$ cat config.mk
export PLATFORM = sky130hd
export DESIGN_NAME = ipf_front
export DESIGN_NICKNAME = d
export VERILOG_FILES = /design/src/sv/ip_prefix_allow_deny_filter_assert.svh /design/src/sv/ipf_pkg.sv /design/src/sv/ipf_front.sv
export SDC_FILE = /design/constraint.sdc
export NUM_CORES = 1
export LEC_CHECK = 0
export BUFFER_PORTS_ARGS = -buffer_cell sky130_fd_sc_hd__buf_2
export CORE_AREA = 2 2 110 112
export CTS_BUF_LIST = sky130_fd_sc_hd__clkbuf_16
export CTS_CLUSTER_DIAMETER = 40
export DETAILED_ROUTE_END_ITERATION = 7
export DIE_AREA = 0 0 112 114
export GPL_TIMING_DRIVEN = 1
export MAX_ROUTING_LAYER = met4
export PLACE_DENSITY = 0.79
export SYNTH_ARGS = -nofsm -noshare
export SYNTH_HDL_FRONTEND = slang
export SYNTH_SLANG_ARGS = --single-unit
$ cat constraint.sdc
create_clock -name clock -period 5.3 [get_ports clock]
set_input_delay 0.795 -clock clock [delete_from_list [all_inputs] [get_ports clock]]
set_output_delay 0.795 -clock clock [all_outputs]
set_load 0.01 [all_outputs]
$ cat src/sv/ip_prefix_allow_deny_filter_assert.svh
// assertion macros for the prefix filter
`ifndef IP_PREFIX_ALLOW_DENY_FILTER_ASSERT_SVH
`define IP_PREFIX_ALLOW_DENY_FILTER_ASSERT_SVH

// same-cycle implication, disabled while reset is high
`define IPF_ASSERT_NOW(label, clk, rst, ante, cons) \
   label: assert property (@(posedge clk) disable iff (rst) (ante) |-> (cons)) \
      else $error("prefix filter assertion failed");

// next-cycle implication, disabled while reset is high
`define IPF_ASSERT_NEXT(label, clk, rst, ante, cons) \
   label: assert property (@(posedge clk) disable iff (rst) (ante) |=> (cons)) \
      else $error("prefix filter assertion failed");

`endif

$ cat src/sv/ipf_pkg.sv
// ----------------------------------------------------------------------------
// ipf_pkg
// shared types and constants of the prefix allow/deny filter
// ----------------------------------------------------------------------------
package ipf_pkg;

   localparam int RULES_PER_LIST = 16;
   localparam int IDX_W = (RULES_PER_LIST > 1) ? $clog2(RULES_PER_LIST) : 1;
   localparam int CNT_W = $clog2(RULES_PER_LIST + 1);

   localparam int REQ_TDATA_W = 136;
   localparam int REQ_TUSER_W = 3;
   localparam int RSP_TDATA_W = 8;

   localparam int FIFO_DEPTH = 2;
   localparam int FIFO_PTR_W = (FIFO_DEPTH > 1) ? $clog2(FIFO_DEPTH) : 1;
   localparam int FIFO_CNT_W = $clog2(FIFO_DEPTH + 1);

   localparam logic [1:0] KIND_CHECK     = 2'd0;
   localparam logic [1:0] KIND_ADD_ALLOW = 2'd1;
   localparam logic [1:0] KIND_ADD_DENY  = 2'd2;

   localparam logic [7:0] V4_PREFIX_MAX = 8'd32;
   localparam logic [7:0] V6_PREFIX_MAX = 8'd128;
   localparam logic [7:0] MAPPED_OFFSET = 8'd96;
   localparam logic [31:0] MAPPED_TAG   = 32'h0000_ffff;

   localparam int RSP_PERMIT_BIT = 0;
   localparam int RSP_STATUS_BIT = 1;

   typedef struct packed {
      logic [1:0]  kind;
      logic [63:0] addr_hi;
      logic [63:0] addr_lo;
      logic        is_v6;
      logic [7:0]  prefix_len;
   } cmd_type;

   typedef struct packed {
      logic [63:0] addr_hi;
      logic [63:0] addr_lo;
      logic        is_v6;
      logic [7:0]  prefix_len;
   } rule_type;

endpackage

$ cat src/sv/ipf_front.sv
// ----------------------------------------------------------------------------
// ipf_front
// accepts request transfers, normalizes the address family and clips prefixes
// ----------------------------------------------------------------------------
module ipf_front (
   input  logic                               clock,
   input  logic                               reset,
   input  logic                               req_tvalid,
   output logic                               req_tready,
   // addr_hi [63:0], addr_lo [127:64], prefix_len [135:128]
   input  logic [ipf_pkg::REQ_TDATA_W-1:0]    req_tdata,
   // kind [1:0], is_v6 [2]
   input  logic [ipf_pkg::REQ_TUSER_W-1:0]    req_tuser,
   output logic                               push_valid,
   input  logic                               push_ready,
   output ipf_pkg::cmd_type                   push_cmd
);
   import ipf_pkg::*;

   logic        valid_ff, valid_in;
   cmd_type     cmd_ff, cmd_in;
   logic        in_v6;
   logic [7:0]  in_prefix;
   logic [7:0]  cap;

   assign in_v6     = req_tuser[2];
   assign in_prefix = req_tdata[135:128];
   assign cap       = in_v6 ? V6_PREFIX_MAX : V4_PREFIX_MAX;

   assign req_tready = !valid_ff || push_ready;

   always_comb begin
      cmd_in.kind       = req_tuser[1:0];
      cmd_in.is_v6      = in_v6;
      // ipv4 keeps only the low 32 address bits
      cmd_in.addr_hi    = in_v6 ? req_tdata[63:0] : 64'd0;
      cmd_in.addr_lo    = in_v6 ? req_tdata[127:64] : {32'd0, req_tdata[95:64]};
      cmd_in.prefix_len = (in_prefix > cap) ? cap : in_prefix;
      if (req_tvalid && req_tready) begin
         valid_in = 1'b1;
      end else if (push_ready) begin
         valid_in = 1'b0;
      end else begin
         valid_in = valid_ff;
      end
   end

   always_ff @(posedge clock) begin
      if (reset) begin
         valid_ff <= 1'b0;
      end else begin
         valid_ff <= valid_in;
      end
      if (req_tvalid && req_tready) begin
         cmd_ff <= cmd_in;
      end
   end

   assign push_valid = valid_ff;
   assign push_cmd   = cmd_ff;

endmodule

== Word-level counts from Yosys, hierarchy flattened ==
Index checks and enable logic that the tools add are counted.
Storage, ports and cells
  flip-flop bits (word level): 140
  latch bits: 0
  memory bits (writable): 0
  memory bits (read-only): 0
  output and inout port bits: 141
  word-level logic and storage cells: 16
  memories kept: 0
Cells by class
  add/subtract/negate cells: 0
  multiply operators: 0
  div/mod/pow operators: 0
  magnitude comparators: 1
  equality and inequality tests: 0
  shift operators: 0
  mux-type cells: 4
  bitwise logic cells: 0
  reduce and logical (&&, ||, !) cells: 4
Operators with widths (number)
  $mux W8: 2
  $gt A8 B8 Y1: 1
  $mux W1: 2
  $reduce_bool A2 Y1: 1
  $logic_and A1 B1 Y1: 1
  $logic_not A1 Y1: 1
  $logic_or A1 B1 Y1: 1

== Logic depth before layout (Yosys ltp) ==
Gate-level depths: netlist (run 1).
  word-level depth: 4
  gate-level depth with buffers: 8
  depth with buffers taken out: 6

== Least setup slack after synthesis (run 1) ==
No wires, ideal clock.
  kind: input -> register
  from: in push_ready
  to: reg cmd_ff (netlist bit push_cmd[0]), enable pin
  arrival time: 4.202 ns
  data required time: 4.785 ns
  path slack: 0.583 ns
  stages on the path: 2
  buffers on the path: 0
  cell sequence: nand2b_1 -> and2_1
On the way
  word-level cells in the longest chain between the ends: 2
RTL lines
  from (decl): RTL line ipf_front.sv:15  | input logic push_ready,
  $logic_or A1 B1 Y1: RTL line ipf_front.sv:30  | assign req_tready = !valid_ff || push_ready;
  $logic_and A1 B1 Y1: RTL line ipf_front.sv:54  | if (req_tvalid && req_tready) begin
  to (signal assigned): RTL line ipf_front.sv:55  | cmd_ff <= cmd_in;
  to (decl): RTL line ipf_front.sv:21  | cmd_type cmd_ff, cmd_in;
Every way passes these cells.
A chain may end at the register's enable or synchronous reset.

== Final worst setup path (run 1) ==
  from: in push_ready
  to: out req_tready
On the way
  word-level cells in the longest chain between the ends: 1
RTL lines
  $logic_or A1 B1 Y1: RTL line ipf_front.sv:30
  to (decl): RTL line ipf_front.sv:9  | output logic req_tready,
Every way passes these cells.

==> results.md, run 1 <==
- The run finished with clean final reports.
- Summing over every cut layer, the via total after detailed routing is 3273.
- The capturing point of the worst reg2reg path is push_cmd[63]$_SDFFCE_PN0P_.
- The number of max-slew violations in the final report is 0.
- The vertical die dimension is 114 µm.
- The worst path buffer plus inverter count is 2.
- Setup repair after global routing left no endpoint under its margin.
- The clock transition at the registers of the reported paths is 60 ps.
- The delay of the slowest cell on the worst path is 160 ps.
- The overall global routing resource usage is 18.0%.
- The launch point of the worst hold path is reset.
- The clock tree from TritonCTS is done.
- The first global-routing pass estimated 16600 µm of wire.
- The sequential-to-total area share from yosys stat is 83.4%.
- The worst max-slew margin expressed relative to the limit is 51.6%.
- The fraction of registers with async set or reset after synthesis is 0%.
- VDD sags by at most 0.000233 V.
- Of the total power, the share spent switching nets is 20.5%.
- The cell type with the highest occurrence count on the critical path is sky130_fd_sc_hd__buf_2.
- Timing would allow up to 501 MHz.
- The HPWL after detailed placement is 8150 µm.
- After detailed routing, the number of remaining DRC violations is 0.
- The type of destination of the critical path is a primary output.
- The final setup violation count is 0.
- The gate family responsible for the most delay along the worst path is buffers and inverters.
- The synthesis-to-layout area growth is 43.8%.
- Among all cell types in the netlist, the one instantiated most often is sky130_fd_sc_hd__edfxtp_1.
- The number of clock buffers added by TritonCTS is 17.
- After layout, the minimum clock period comes to 2000 ps.
- In this run the count of I/O pins placed on the die edge is 284.
- The type of the worst min-delay path is in -> reg.
- The maximum level of the CTS H-tree is 4.
- In this run the worst setup path begins at push_ready.
- The analysis attributes to net switching a power of 0.576 mW.
- The die covers 0.0128 mm².
- The number of flops mapped to enable cells by yosys is 139.
- The number of synthesized register bits is 140.
- After synthesis, the largest area contributor takes up 83.0% of total cell area.
- The final core area utilization is 61.7%.
- Ranked by instance count, the synthesized netlist is headed by 139 x sky130_fd_sc_hd__edfxtp_1, 98 x sky130_fd_sc_hd__and2_1, 9 x sky130_fd_sc_hd__clkbuf_1.
- The number of antenna violations at the first check in global routing is 0.
- The clock sink count is 140.
- Of the total power, the clock network draws 44.7%.
- After detailed routing, the average wire length per cell comes to 15.8 µm.
- The post-route netlist has 56.3% of its cells at a drive strength greater than 1.
- Before antenna repair, the detailed router went through 4 iterations.
- The register-to-register setup slack is 3640 ps.
- The worst register-to-register path begins at push_valid$_SDFFE_PP0P_.
- The initial utilization of the core area, before any placement, comes to 42.9%.
- In the final layout, the multi-input gates occupy 763 µm².
- Once the clock tree was built, the resizer swapped 0 gates to a different size.
- The cell-internal power is 2.24 mW.
- The critical path goes through buf_2 > nand2b_1 > buf_2.
- The number of cell instances on the worst register-to-register path is 3.
- Dividing total power by cell area gives a power density of 389 mW/mm².
- The required time at the worst-slack endpoint is 4510 ps.
- At the end of routability-driven placement, the weighted congestion stood at 0.779.
- The total overflow reported by the global router is 0.
- In this run the core area contains 40 standard-cell rows.
- In this run the worst path has a maximum fanout of 3.
- The transition at the pin with the smallest max-transition slack is 727 ps.
- The share of the clock period used by the worst path is 37.7%.
- The average instance in the mapped netlist occupies 18.8 µm².
- Sorting the synthesized cells by area gives the leading types as sky130_fd_sc_hd__edfxtp_1 83%, sky130_fd_sc_hd__and2_1 12%, sky130_fd_sc_hd__and2_2 0.75%, sky130_fd_sc_hd__clkbuf_1 0.67%, sky130_fd_sc_hd__ha_1 0.50%.
- The clock reaches the later pin of the worst-skew pair after 420 ps.
- The synthesized net count is 413.
- Buffers added to address setup during post-CTS repair amount to 0.
- The startpoint type of the worst setup path is an input pin.
- The net count of the finished layout is 706.
- The area of the mapped netlist is 0.00503 mm².
- The horizontal extent of the die is 112 µm.
- For this run, the leading register cell type out of synthesis is sky130_fd_sc_hd__edfxtp_1.
- The largest net degree at the start of global routing is 133.
- The critical path is of the in -> out type.
- After clock tree synthesis, the flow added hold-fix buffers numbering 0.
- The largest individual stage delay along the critical path comes from the cell sky130_fd_sc_hd__nand2b_1.
- Along the worst hold path, the cell count comes to 2.
- The number of buffers on the longest clock path is 2.
- The tool flagged a number of max-cap violations equal to 0.
- The share of total power dissipated in sequential elements is 46.9%.
- The via density per instance is 4.54.
- The repair_antennas step left the layout with diodes totalling 0.
- The core box area is 0.0117 mm².
- Across the routed clock network, the largest skew measured is 16.9 ps.
- The leakage power total is 3.19 nW.
- The share of total power in combinational logic is 8.4%.
- The number of endpoints with negative hold slack in the final report was 0.
- The via count of the first global-routing pass came to 3274.
- For this run, the number of Yosys warnings is 0.
- The worst min-delay path endpoint is push_valid$_SDFFE_PP0P_.
- Summing all flip-flop and latch instances after layout gives 0.00419 mm².
- The largest area contributor in the netlist is sky130_fd_sc_hd__edfxtp_1.
- Port buffering added 283 buffers.
- The count of filler cells inserted in the layout is 888.
- The clock root buffer is sky130_fd_sc_hd__clkbuf_16.
- The detailed router finished its first iteration with 176 violations.
- The cell count after synthesis came out at 268.
- The total negative setup slack is 0 ps.
- The endpoint arrival time on the critical path is 1200 ps.
- The number of distinct library cell variants in the gate-level netlist after synthesis is 17.
- The final wirelength is 11400 µm.
- The remaining number of nets flagged by the antenna check after routing is 0.
## cells by family after synthesis
| family | Yosys count | share of synthesized area [%] |
|---|---|---|
| adders and majority gates | 2 | 0.498 |
| muxes | 2 | 0.498 |
| DFF | 140 | 83.4 |
| and+or+nand+nor | 107 | 13.6 |
| buffers and inverters | 14 | 1.42 |
| AOI/OAI and AO/OA | 3 | 0.572 |
## power groups by stage
stage	Clock [mW]	Sequential [mW]	Combinational, mW
2_1_floorplan	0	1.39	0.0629
3_3_place_gp	0	1.34	0.233
3_5_place_dp	0	1.34	0.240
4_1_cts	1.28	1.32	0.241
5_1_grt	1.32	1.33	0.258
6_report	1.26	1.32	0.236
## sequential cells by signal (all words and copies together) (netlist names)
register,cells
push_valid,1
push_cmd,139
## area by class of cell
cell class,instances,area share [%]
inverters,3,0.156
clock buffers,17,5.89
multi-input cells,114,10.6
flip-flops and latches,140,58.0
repair buffers,285,20.0
clock inverters,15,2.86
well taps,147,2.54
## through the flow
step | area [µm²] | hold WS (ps) | std cells | worst slack [ps] | total power [mW]
2_1_floorplan | 5030 | 593 | 268 | 583 | 1.45
3_3_place_gp | 6600 | 497 | 689 | 3130 | 1.57
3_5_place_dp | 6600 | 524 | 689 | 3090 | 1.58
4_1_cts | 7230 | 503 | 721 | 3300 | 2.84
5_1_grt | 7230 | 508 | 721 | 3270 | 2.91
6_report | 7230 | 518 | 721 | 3300 | 2.81
## placed cells by master (no fill, tap or decap), drive strengths merged
cell / n
nand2b: 2
dfxtp: 1
edfxtp: 139
clkbuf: 17
a21oi: 2
and2: 103
clkinvlp: 4
ha: 2
mux2i: 1
and4bb: 1
nor4: 1
inv: 5
buf: 285
bufinv: 5
mux2: 1
a21o: 1
clkinv: 4
## routing by layer
metal	track usage, %	up-vias	wire (µm)
li1	-	1545	-
met1	19.4	1519	4180
met2	29.8	184	5790
met3	6.64	25	1160
met4	8.70	0	276
met5	-	-	0
## worst max-delay path by stage
stage | to | slack [ps] | cells after the start
floorplan | push_cmd[0]$_SDFFCE_PN0P_ | 580 | 2
global placement | push_cmd[7]$_DFFE_PP_ | 3130 | 6
detailed placement | push_cmd[7]$_DFFE_PP_ | 3090 | 6
CTS | req_tready | 3300 | 3
global route | req_tready | 3270 | 3
finish | req_tready | 3300 | 3
Note: power is estimated with default switching activity, not from simulation.
==> run 2, diff against run 1 <==
==> constraint.sdc (replaced) <==
create_clock -name clock -period 1.9 [get_ports clock]
set_input_delay 0.285 -clock clock [delete_from_list [all_inputs] [get_ports clock]]
set_output_delay 0.285 -clock clock [all_outputs]
set_load 0.01 [all_outputs]
==> run 2 against run 1 <==
Critical path depth did not move. Cell area fell by 0.61%. First-iteration DRC count is 12% lower. Critical endpoint is now push_cmd[36]$_DFFE_PP_. Largest power group unchanged.
==> results.md, run 2 (synthesis gave the netlist of run 1 again) <==
- The delay of the slowest cell on the worst path is 330 ps (was 160 ps).
- The number of endpoints with negative hold slack in the final report came to 0 (unchanged).
- The number of max-slew violations in the final report came to 0 (unchanged).
- The instance area after placement is 0.00665 mm² (was 0.00660 mm²).
- The clock transition at the registers of the reported paths was 60 ps (about the same).
- The via count of the first global-routing pass is 3374 (was 3274).
- The largest driver fanout on the critical path is 56 (was 3).
- The sequential share of power is 51.0% (was 46.9%).
- The type of the worst min-delay path is in -> reg (unchanged).
- The transition at the pin with the smallest max-transition slack was 719 ps (was 727 ps).
- The number of maximum-capacitance constraint violations is 0 (unchanged).
- The number of buffers added on ports is 283 (unchanged).
- The cell-internal power was 5.70 mW (was 2.24 mW).
- The maximum VDD drop is 0.000656 V (was 0.000233 V).
- The clock tree skew after final layout is 3.42 ps (was 16.9 ps).
- The class of the most critical setup path is reg -> reg (was in -> out).
- The type of destination of the critical path is a flip-flop (was primary output).
- The first-pass iteration count of the detailed router came to 5 (was 4).
- The largest net degree at the start of global routing is 100 (was 133).
- The number of DRC violations after detailed-routing iteration 0 is 155 (was 176).
- The share of total power consumed by net switching was 21.1% (was 20.5%).
- The share of the clock period used by the worst path is 72.2%.
- The required time at the worst-slack endpoint is 1980 ps (was 4510 ps).
- The clock insertion delay at the later pin of the skew report is 410 ps (was 420 ps).
- The number of buffers on the longest clock path is 2 (unchanged).
- The worst max-slew margin expressed relative to the limit is 52.0% (was 51.6%).
- The cell row count is 40 (unchanged).
- Run status: completed (unchanged).
- The final wirelength is 11200 µm (was 11400 µm).
- The power spent charging and discharging nets was 1.52 mW (was 0.576 mW).
- The clock root buffer is sky130_fd_sc_hd__clkbuf_16 (unchanged).
- The horizontal extent of the die is 112 µm (unchanged).
- The startpoint type of the worst setup path is a flip-flop (was input pin).
- Unrepaired setup endpoints after global routing: false (unchanged).
- The remaining number of nets flagged by the antenna check after routing is 0 (unchanged).
- The endpoint arrival time on the critical path is 1450 ps (was 1200 ps).
- The fraction of final layout cells with drive strength greater than 1 is 56.1% (was 56.3%).
- The worst hold-check slack is 51.2 ps (was 518 ps).
- The DRC violations left is 0 (unchanged).
- Timing would allow up to 729 MHz.
- The gate family responsible for the most delay along the worst path is simple AND/OR/NAND/NOR gates (was buffers and inverters).
- The global placement routability congestion is 0.748 (was 0.779).
- The vias after detailed routing came to 3224 (was 3273).
- Leading cell types in the layout, fill and taps excluded: 283 x sky130_fd_sc_hd__buf_2, 139 x sky130_fd_sc_hd__edfxtp_1, 97 x sky130_fd_sc_hd__and2_1, 17 x sky130_fd_sc_hd__clkbuf_16, 8 x sky130_fd_sc_hd__inv_1 (was 283 x sky130_fd_sc_hd__buf_2, 139 x sky130_fd_sc_hd__edfxtp_1, 97 x sky130_fd_sc_hd__and2_1, 17 x sky130_fd_sc_hd__clkbuf_16).
- The most frequent standard cell in the layout excluding fill and tap cells is sky130_fd_sc_hd__buf_2 (unchanged).
- The cell area after layout is 0.00718 mm² (was 0.00723 mm²).
- The instance count after placement with tap cells included is 692 (was 689).
- The final cell count without fillers came to 726 (was 721).
- The number of placed I/O pins came to 284 (unchanged).
- CP cell instances: nand2b_4 > and2_4 > buf_12 (was buf_2 > nand2b_1 > buf_2).
- The vertical die dimension was 114 µm (unchanged).
- The relative contribution of the clock network to total power came to 39.7% (was 44.7%).
- The clock tree from TritonCTS is done (unchanged).
- The slowest stage cell on the critical path was sky130_fd_sc_hd__dfxtp_2 (was sky130_fd_sc_hd__nand2b_1).
- The clock sink count was 140 (unchanged).
- The worst path buffer plus inverter count was 1 (was 2).
- The HPWL after detailed placement is 8240 µm (was 8150 µm).
- The final setup violation count is 0 (unchanged).
- The initial core utilization was 42.9% (unchanged).
- The leakage power total was 3.19 nW (about the same).
- The number of antenna violations at the first check in global routing is 1 (was 0).
- The core box area came to 0.0117 mm² (unchanged).
- The average wire per standard cell came to 15.4 µm (was 15.8 µm).
- Counting I/O delays and the setup requirement, the final critical path takes 1370 ps.
- The flip-flop count of the largest register, all copies and words added is 139 (unchanged).
- The overall global routing resource usage was 18.1% (was 18.0%).
- The post-CTS setup-driven buffer insertion count is 0 (unchanged).
- The via density per instance came to 4.44 (was 4.54).
- The areal power density over the cells is 1010 mW/mm² (was 389 mW/mm²).
- The number of buffers created by CTS is 17 (unchanged).
- The first-pass GRT wire length is 16600 µm (about the same).
- The share of total power in combinational logic came to 9.3% (was 8.4%).
- The area of the die is 0.0128 mm² (unchanged).
- The synthesis-to-layout area growth is 42.9% (was 43.8%).
- The maximum level of the CTS H-tree is 4 (unchanged).
- The total power of the final layout came to 7.23 mW (was 2.81 mW).
- The total negative setup slack is 0 ps (unchanged).
- The net count of the finished layout is 710 (was 706).
- The total overflow reported by the global router was 0 (unchanged).
[run 2: cell types whose count changed in the layout (fill, tap and decap cells not counted), moves of 2 or more]
| cell | previous run | this run |
|---|---|---|
| sky130_fd_sc_hd__inv_1 | 5 | 8 |
| sky130_fd_sc_hd__bufinv_16 | 5 | 1 |
| sky130_fd_sc_hd__clkinvlp_4 | 4 | 1 |
| sky130_fd_sc_hd__buf_12 | 1 | 3 |
| sky130_fd_sc_hd__clkinv_2 | 3 | 6 |
[run 2: layout make-up]
cell class / count / area, µm²
sequential: 140 / 4200
fill: 923 / 4530
inverter: 3 / 11.3
timing repair buffer: 289 / 1500
clock inverter: 15 / 93.8
clock buffer: 17 / 425
tap: 147 / 184
antenna: 1 / 2.50
multi-input combinational: 114 / 771
[run 2: metrics by stage]
step	setup WS [ps]	utilization, %
floorplan	1.92	-
global placement	201	56.8
detailed placement	153	56.8
CTS	533	61.2
global route	484	61.3
finish	529	61.3
[run 2: worst register-to-register path: cells and delay by family, from the launching register on]
family / cells / cell delay (ps)
flip-flops: 1 / 330
AND/OR/NAND/NOR: 2 / 370
buffers and inverters: 1 / 310
[run 2: timing repair]
| action | CTS | global route |
|---|---|---|
| endpoints found under the hold margin | 0 | 1 |
| resized for setup | 0 | 0 |
| endpoints found under the setup margin | 0 | 0 |
| hold buffers | 0 | 1 |
[run 2: final timing paths]
path                                               from                      end  slack (ps)  cells past startpoint
worst min-delay path                       req_tuser[0]  push_cmd[137]$_DFFE_PP_          50                      1
worst min register to register  push_valid$_SDFFE_PP0P_  push_valid$_SDFFE_PP0P_         490                      2
worst max-delay path            push_valid$_SDFFE_PP0P_   push_cmd[36]$_DFFE_PP_         530                      3
worst max register to register  push_valid$_SDFFE_PP0P_   push_cmd[36]$_DFFE_PP_         530                      3
[run 2: power by group through the flow]
| stage | logic [mW] | registers [mW] | clock network, mW |
|---|---|---|---|
| 3_3_place_gp | 0.659 | 3.74 | 0 |
| 6_report | 0.673 | 3.68 | 2.87 |
| 4_1_cts | 0.685 | 3.69 | 2.94 |
| 3_5_place_dp | 0.682 | 3.75 | 0 |
| 2_1_floorplan | 0.178 | 3.86 | 0 |
| 5_1_grt | 0.736 | 3.70 | 3.07 |
[run 2: routing by layer]
layer,part of all wire (%),track usage [%],up-vias
li1,-,-,1554
met1,36,18.8,1473
met2,53,30.7,179
met3,9.1,7.12,18
met4,1.9,7.89,0
met5,0,-,-
==> run 3, diff against run 2 <==
--- a/config.mk
+++ b/config.mk
@@ -6,14 +6,13 @@
 export NUM_CORES = 1
 export LEC_CHECK = 0
 export BUFFER_PORTS_ARGS = -buffer_cell sky130_fd_sc_hd__buf_2
-export CORE_AREA = 2 2 110 112
+export CORE_UTILIZATION = 40
 export CTS_BUF_LIST = sky130_fd_sc_hd__clkbuf_16
 export CTS_CLUSTER_DIAMETER = 40
 export DETAILED_ROUTE_END_ITERATION = 7
-export DIE_AREA = 0 0 112 114
 export GPL_TIMING_DRIVEN = 1
 export MAX_ROUTING_LAYER = met4
-export PLACE_DENSITY = 0.79
+export PLACE_DENSITY = 0.77
 export SYNTH_ARGS = -nofsm -noshare
 export SYNTH_HDL_FRONTEND = slang
 export SYNTH_SLANG_ARGS = --single-unit
==> constraint.sdc (replaced) <==
create_clock -name clock -period 1.2 [get_ports clock]
set_input_delay 0.18 -clock clock [delete_from_list [all_inputs] [get_ports clock]]
set_output_delay 0.18 -clock clock [all_outputs]
set_load 0.01 [all_outputs]
==> run 3 against run 2 <==
The flow now finishes with violations (negative setup slack). Die area grew 2.0%. Critical path type unchanged. Power grew 77%. Critical path depth grew 1.
==> results.md, run 3 (synthesis gave the netlist of run 1 again) <==
- The DRC violations left came to 0 (unchanged).
- The vertical die dimension is 114 µm (about the same).
- The horizontal extent of the die is 114 µm (was 112 µm).
- The number of maximum-capacitance constraint violations is 0 (unchanged).
- The number of buffers created by CTS is 17 (unchanged).
- The final setup violation count was 57 (was 0).
- The clock transition at the registers of the reported paths came to 60 ps (about the same).
- The launch point of the worst hold path is req_tdata[63] (was req_tuser[0]).
- The class of the most critical setup path was reg -> reg (unchanged).
- The clock root buffer is sky130_fd_sc_hd__clkbuf_16 (unchanged).
- The final reports fail on negative setup slack.
- The cell area after layout is 0.00806 mm² (was 0.00718 mm²).
- The fraction of final layout cells with drive strength greater than 1 came to 55.4% (was 56.1%).
- Unrepaired setup endpoints after global routing: true (was false).
- The cell depth of the worst hold path came to 2 (was 1).
- The vias after detailed routing was 3521 (was 3224).
- The worst-case setup margin in the final layout is -44.1 ps (was 529 ps).
- The launch point of the worst reg-to-reg path is push_valid$_SDFFE_PP0P_ (unchanged).
- The cell-internal power is 10.1 mW (was 5.70 mW).
- The net count of the finished layout is 767 (was 710).
- The type of the worst min-delay path was in -> reg (unchanged).
- The final cell count without fillers is 803 (was 726).
- The total power of the final layout is 12.8 mW (was 7.23 mW).
- The final critical-path required period came to 1240 ps (was 1370 ps).
- The clock insertion delay at the later pin of the skew report came to 410 ps (about the same).
- The clock sink count is 140 (unchanged).
- The core box area is 0.0121 mm² (was 0.0117 mm²).
- The initial core utilization is 41.5% (was 42.9%).
- The overall global routing resource usage is 19.9% (was 18.1%).
- The startpoint type of the worst setup path was a flip-flop (unchanged).
- The slowest stage cell on the critical path is sky130_fd_sc_hd__dfxtp_2 (unchanged).
- The required time at the worst-slack endpoint is 1330 ps (was 1980 ps).
- The number of buffers added on ports is 283 (unchanged).
- The cell row count was 40 (unchanged).
- The final wirelength is 13400 µm (was 11200 µm).
- The count of inserted antenna diode cells is 0 (was 1).
- The remaining number of nets flagged by the antenna check after routing is 0 (unchanged).
- The share of the clock period used by the worst path was 104% (was 72.2%).
- The sequential share of power is 45.5% (was 51.0%).
- The share of total power in combinational logic is 10.8% (was 9.3%).
- The instance area after placement is 0.00677 mm² (was 0.00665 mm²).
- CP cell instances: nand2b_4 > and2_4 > buf_12 > clkbuf_16 (was nand2b_4 > and2_4 > buf_12).
- The via density per instance was 4.38 (was 4.44).
- The relative contribution of the clock network to total power was 43.7% (was 39.7%).
- The number of cell instances on the worst register-to-register path was 4 (was 3).
- The worst min-delay path endpoint is push_cmd[136]$_SDFFCE_PN0P_ (was push_cmd[137]$_DFFE_PP_).
- The capturing point of the worst reg2reg path is push_cmd[45]$_SDFFCE_PN0P_ (was push_cmd[36]$_DFFE_PP_).
- The number of antenna violations at the first check in global routing is 0 (was 1).
- The first-pass iteration count of the detailed router is 4 (was 5).
- The transition at the pin with the smallest max-transition slack is 723 ps (was 719 ps).
- The area of the die is 0.0130 mm² (was 0.0128 mm²).
- The largest net degree at the start of global routing is 100 (unchanged).
- The maximum level of the CTS H-tree is 4 (unchanged).
- The total overflow reported by the global router is 0 (unchanged).
- The type of destination of the critical path is a flip-flop (unchanged).
- The number of max-slew violations in the final report is 0 (unchanged).
- The maximum VDD drop came to 0.000973 V (was 0.000656 V).
- The flip-flop count of the largest register, all copies and words added is 139 (unchanged).
- The clock tree from TritonCTS is done (unchanged).
- The worst max-slew margin expressed relative to the limit is 51.8% (was 52.0%).
- The average wire per standard cell came to 16.7 µm (was 15.4 µm).
- The number of endpoints with negative hold slack in the final report is 0 (unchanged).
- The register-to-register setup slack is -40 ps (was 530 ps).
- Run status: finished, violations left (was completed).
- The via count of the first global-routing pass came to 3558 (was 3374).
- The delay of the slowest cell on the worst path is 330 ps (about the same).
- The number of buffers on the longest clock path was 2 (unchanged).
- The global placement routability congestion came to 0.790 (was 0.748).
- The first-pass GRT wire length was 18100 µm (was 16600 µm).
- The leakage power total is 3.56 nW (was 3.19 nW).
- The synthesis-to-layout area growth is 60.4% (was 42.9%).
- The share of total power consumed by net switching is 20.9% (was 21.1%).
- The power spent charging and discharging nets came to 2.69 mW (was 1.52 mW).
- The most frequent standard cell in the layout excluding fill and tap cells is sky130_fd_sc_hd__buf_2 (unchanged).
- The areal power density over the cells is 1590 mW/mm² (was 1010 mW/mm²).
- Leading cell types in the layout, fill and taps excluded: 281 x sky130_fd_sc_hd__buf_2, 139 x sky130_fd_sc_hd__edfxtp_1, 97 x sky130_fd_sc_hd__and2_1, 36 x sky130_fd_sc_hd__dlygate4sd3_1, 23 x sky130_fd_sc_hd__clkbuf_16 (was 283 x sky130_fd_sc_hd__buf_2, 139 x sky130_fd_sc_hd__edfxtp_1, 97 x sky130_fd_sc_hd__and2_1, 17 x sky130_fd_sc_hd__clkbuf_16, 8 x sky130_fd_sc_hd__inv_1).
- The number of DRC violations after detailed-routing iteration 0 is 215 (was 155).
- The number of placed I/O pins came to 284 (unchanged).
- The largest driver fanout on the critical path was 12 (was 56).
- The clock tree skew after final layout is 9.39 ps (was 3.42 ps).
- The HPWL after detailed placement came to 8440 µm (was 8240 µm).
- The instance count after placement with tap cells included is 721 (was 692).
- The endpoint arrival time on the critical path is 1370 ps (was 1450 ps).
- The fmax is 804 MHz (was 729 MHz).
## run 3: cell count changes in the layout (fill, tap and decap cells not counted), moves of 5 or more
cell and delta:
sky130_fd_sc_hd__clkbuf_16 +6, sky130_fd_sc_hd__buf_4 +8, sky130_fd_sc_hd__and2_4 +6, sky130_fd_sc_hd__and2_2 -5, sky130_fd_sc_hd__dlygate4sd3_1 +35, sky130_fd_sc_hd__buf_6 +6
## run 3: worst max path at each step
stage / from / to / slack (ps) / cells after the start
final: push_valid$_SDFFE_PP0P_ / push_cmd[45]$_SDFFCE_PN0P_ / -40 / 4
after floorplan: push_valid$_SDFFE_PP0P_ / push_cmd[0]$_SDFFCE_PN0P_ / -660 / 2
after CTS: push_valid$_SDFFE_PP0P_ / req_tready / -50 / 3
after global placement: req_tuser[2] / push_cmd[7]$_DFFE_PP_ / -380 / 6
after global routing: push_valid$_SDFFE_PP0P_ / push_cmd[4]$_SDFFCE_PN0P_ / -80 / 4
after detailed placement: req_tuser[2] / push_cmd[7]$_DFFE_PP_ / -390 / 6
## run 3: repair_timing
item | in CTS | in global routing
buffers inserted | 1 | 3
setup endpoints to repair | 97 | 112
endpoints found under the hold margin | 35 | 0
hold buffers | 36 | 0
gates cloned | 0 | 10
resized for setup | 2 | 10
## run 3: per-layer routing
layer / global-route usage [%] / part of all wire [%] / routed length [µm]
met5: - / 0 / 0
met2: 36.0 / 53 / 7150
met3: 5.66 / 7.2 / 966
met1: 19.8 / 38 / 5050
met4: 9.00 / 1.9 / 256
## run 3: critical path: cells and delay by family (launching register included)
family | cells | cell delay, ps
buf+inv | 2 | 360
flops | 1 | 330
simple gates | 2 | 250
## run 3: stage by stage
stage | utilization, % | TNS [ps] | hold WS, ps | worst slack [ps]
after floorplan | - | -92130 | 242 | -658
after global placement | 55.9 | -15460 | 327 | -376
after detailed placement | 55.9 | -21970 | 335 | -393
after CTS | 64.2 | -3920 | 31.6 | -51.5
after global routing | 66.6 | -3660 | 28.2 | -80.6
final | 66.6 | -1280 | 45.3 | -44.1
## run 3: area by class of cell
cell class | count | area [µm²]
clock inverters | 15 | 204
well taps | 168 | 210
repair buffers | 345 | 2190
flip-flops and latches | 140 | 4200
inverters | 3 | 16.3
clock buffers | 17 | 425
multi-input cells | 115 | 818
fillers | 888 | 4050
## run 3: power by group through the flow
stage          Sequential [mW]  Clock, mW  Combinational, mW
2_1_floorplan             6.12          0              0.311
3_3_place_gp              5.92          0               1.10
3_5_place_dp              5.93          0               1.14
4_1_cts                   5.84       5.64               1.24
5_1_grt                   5.86       5.87               1.48
6_report                  5.83       5.60               1.38
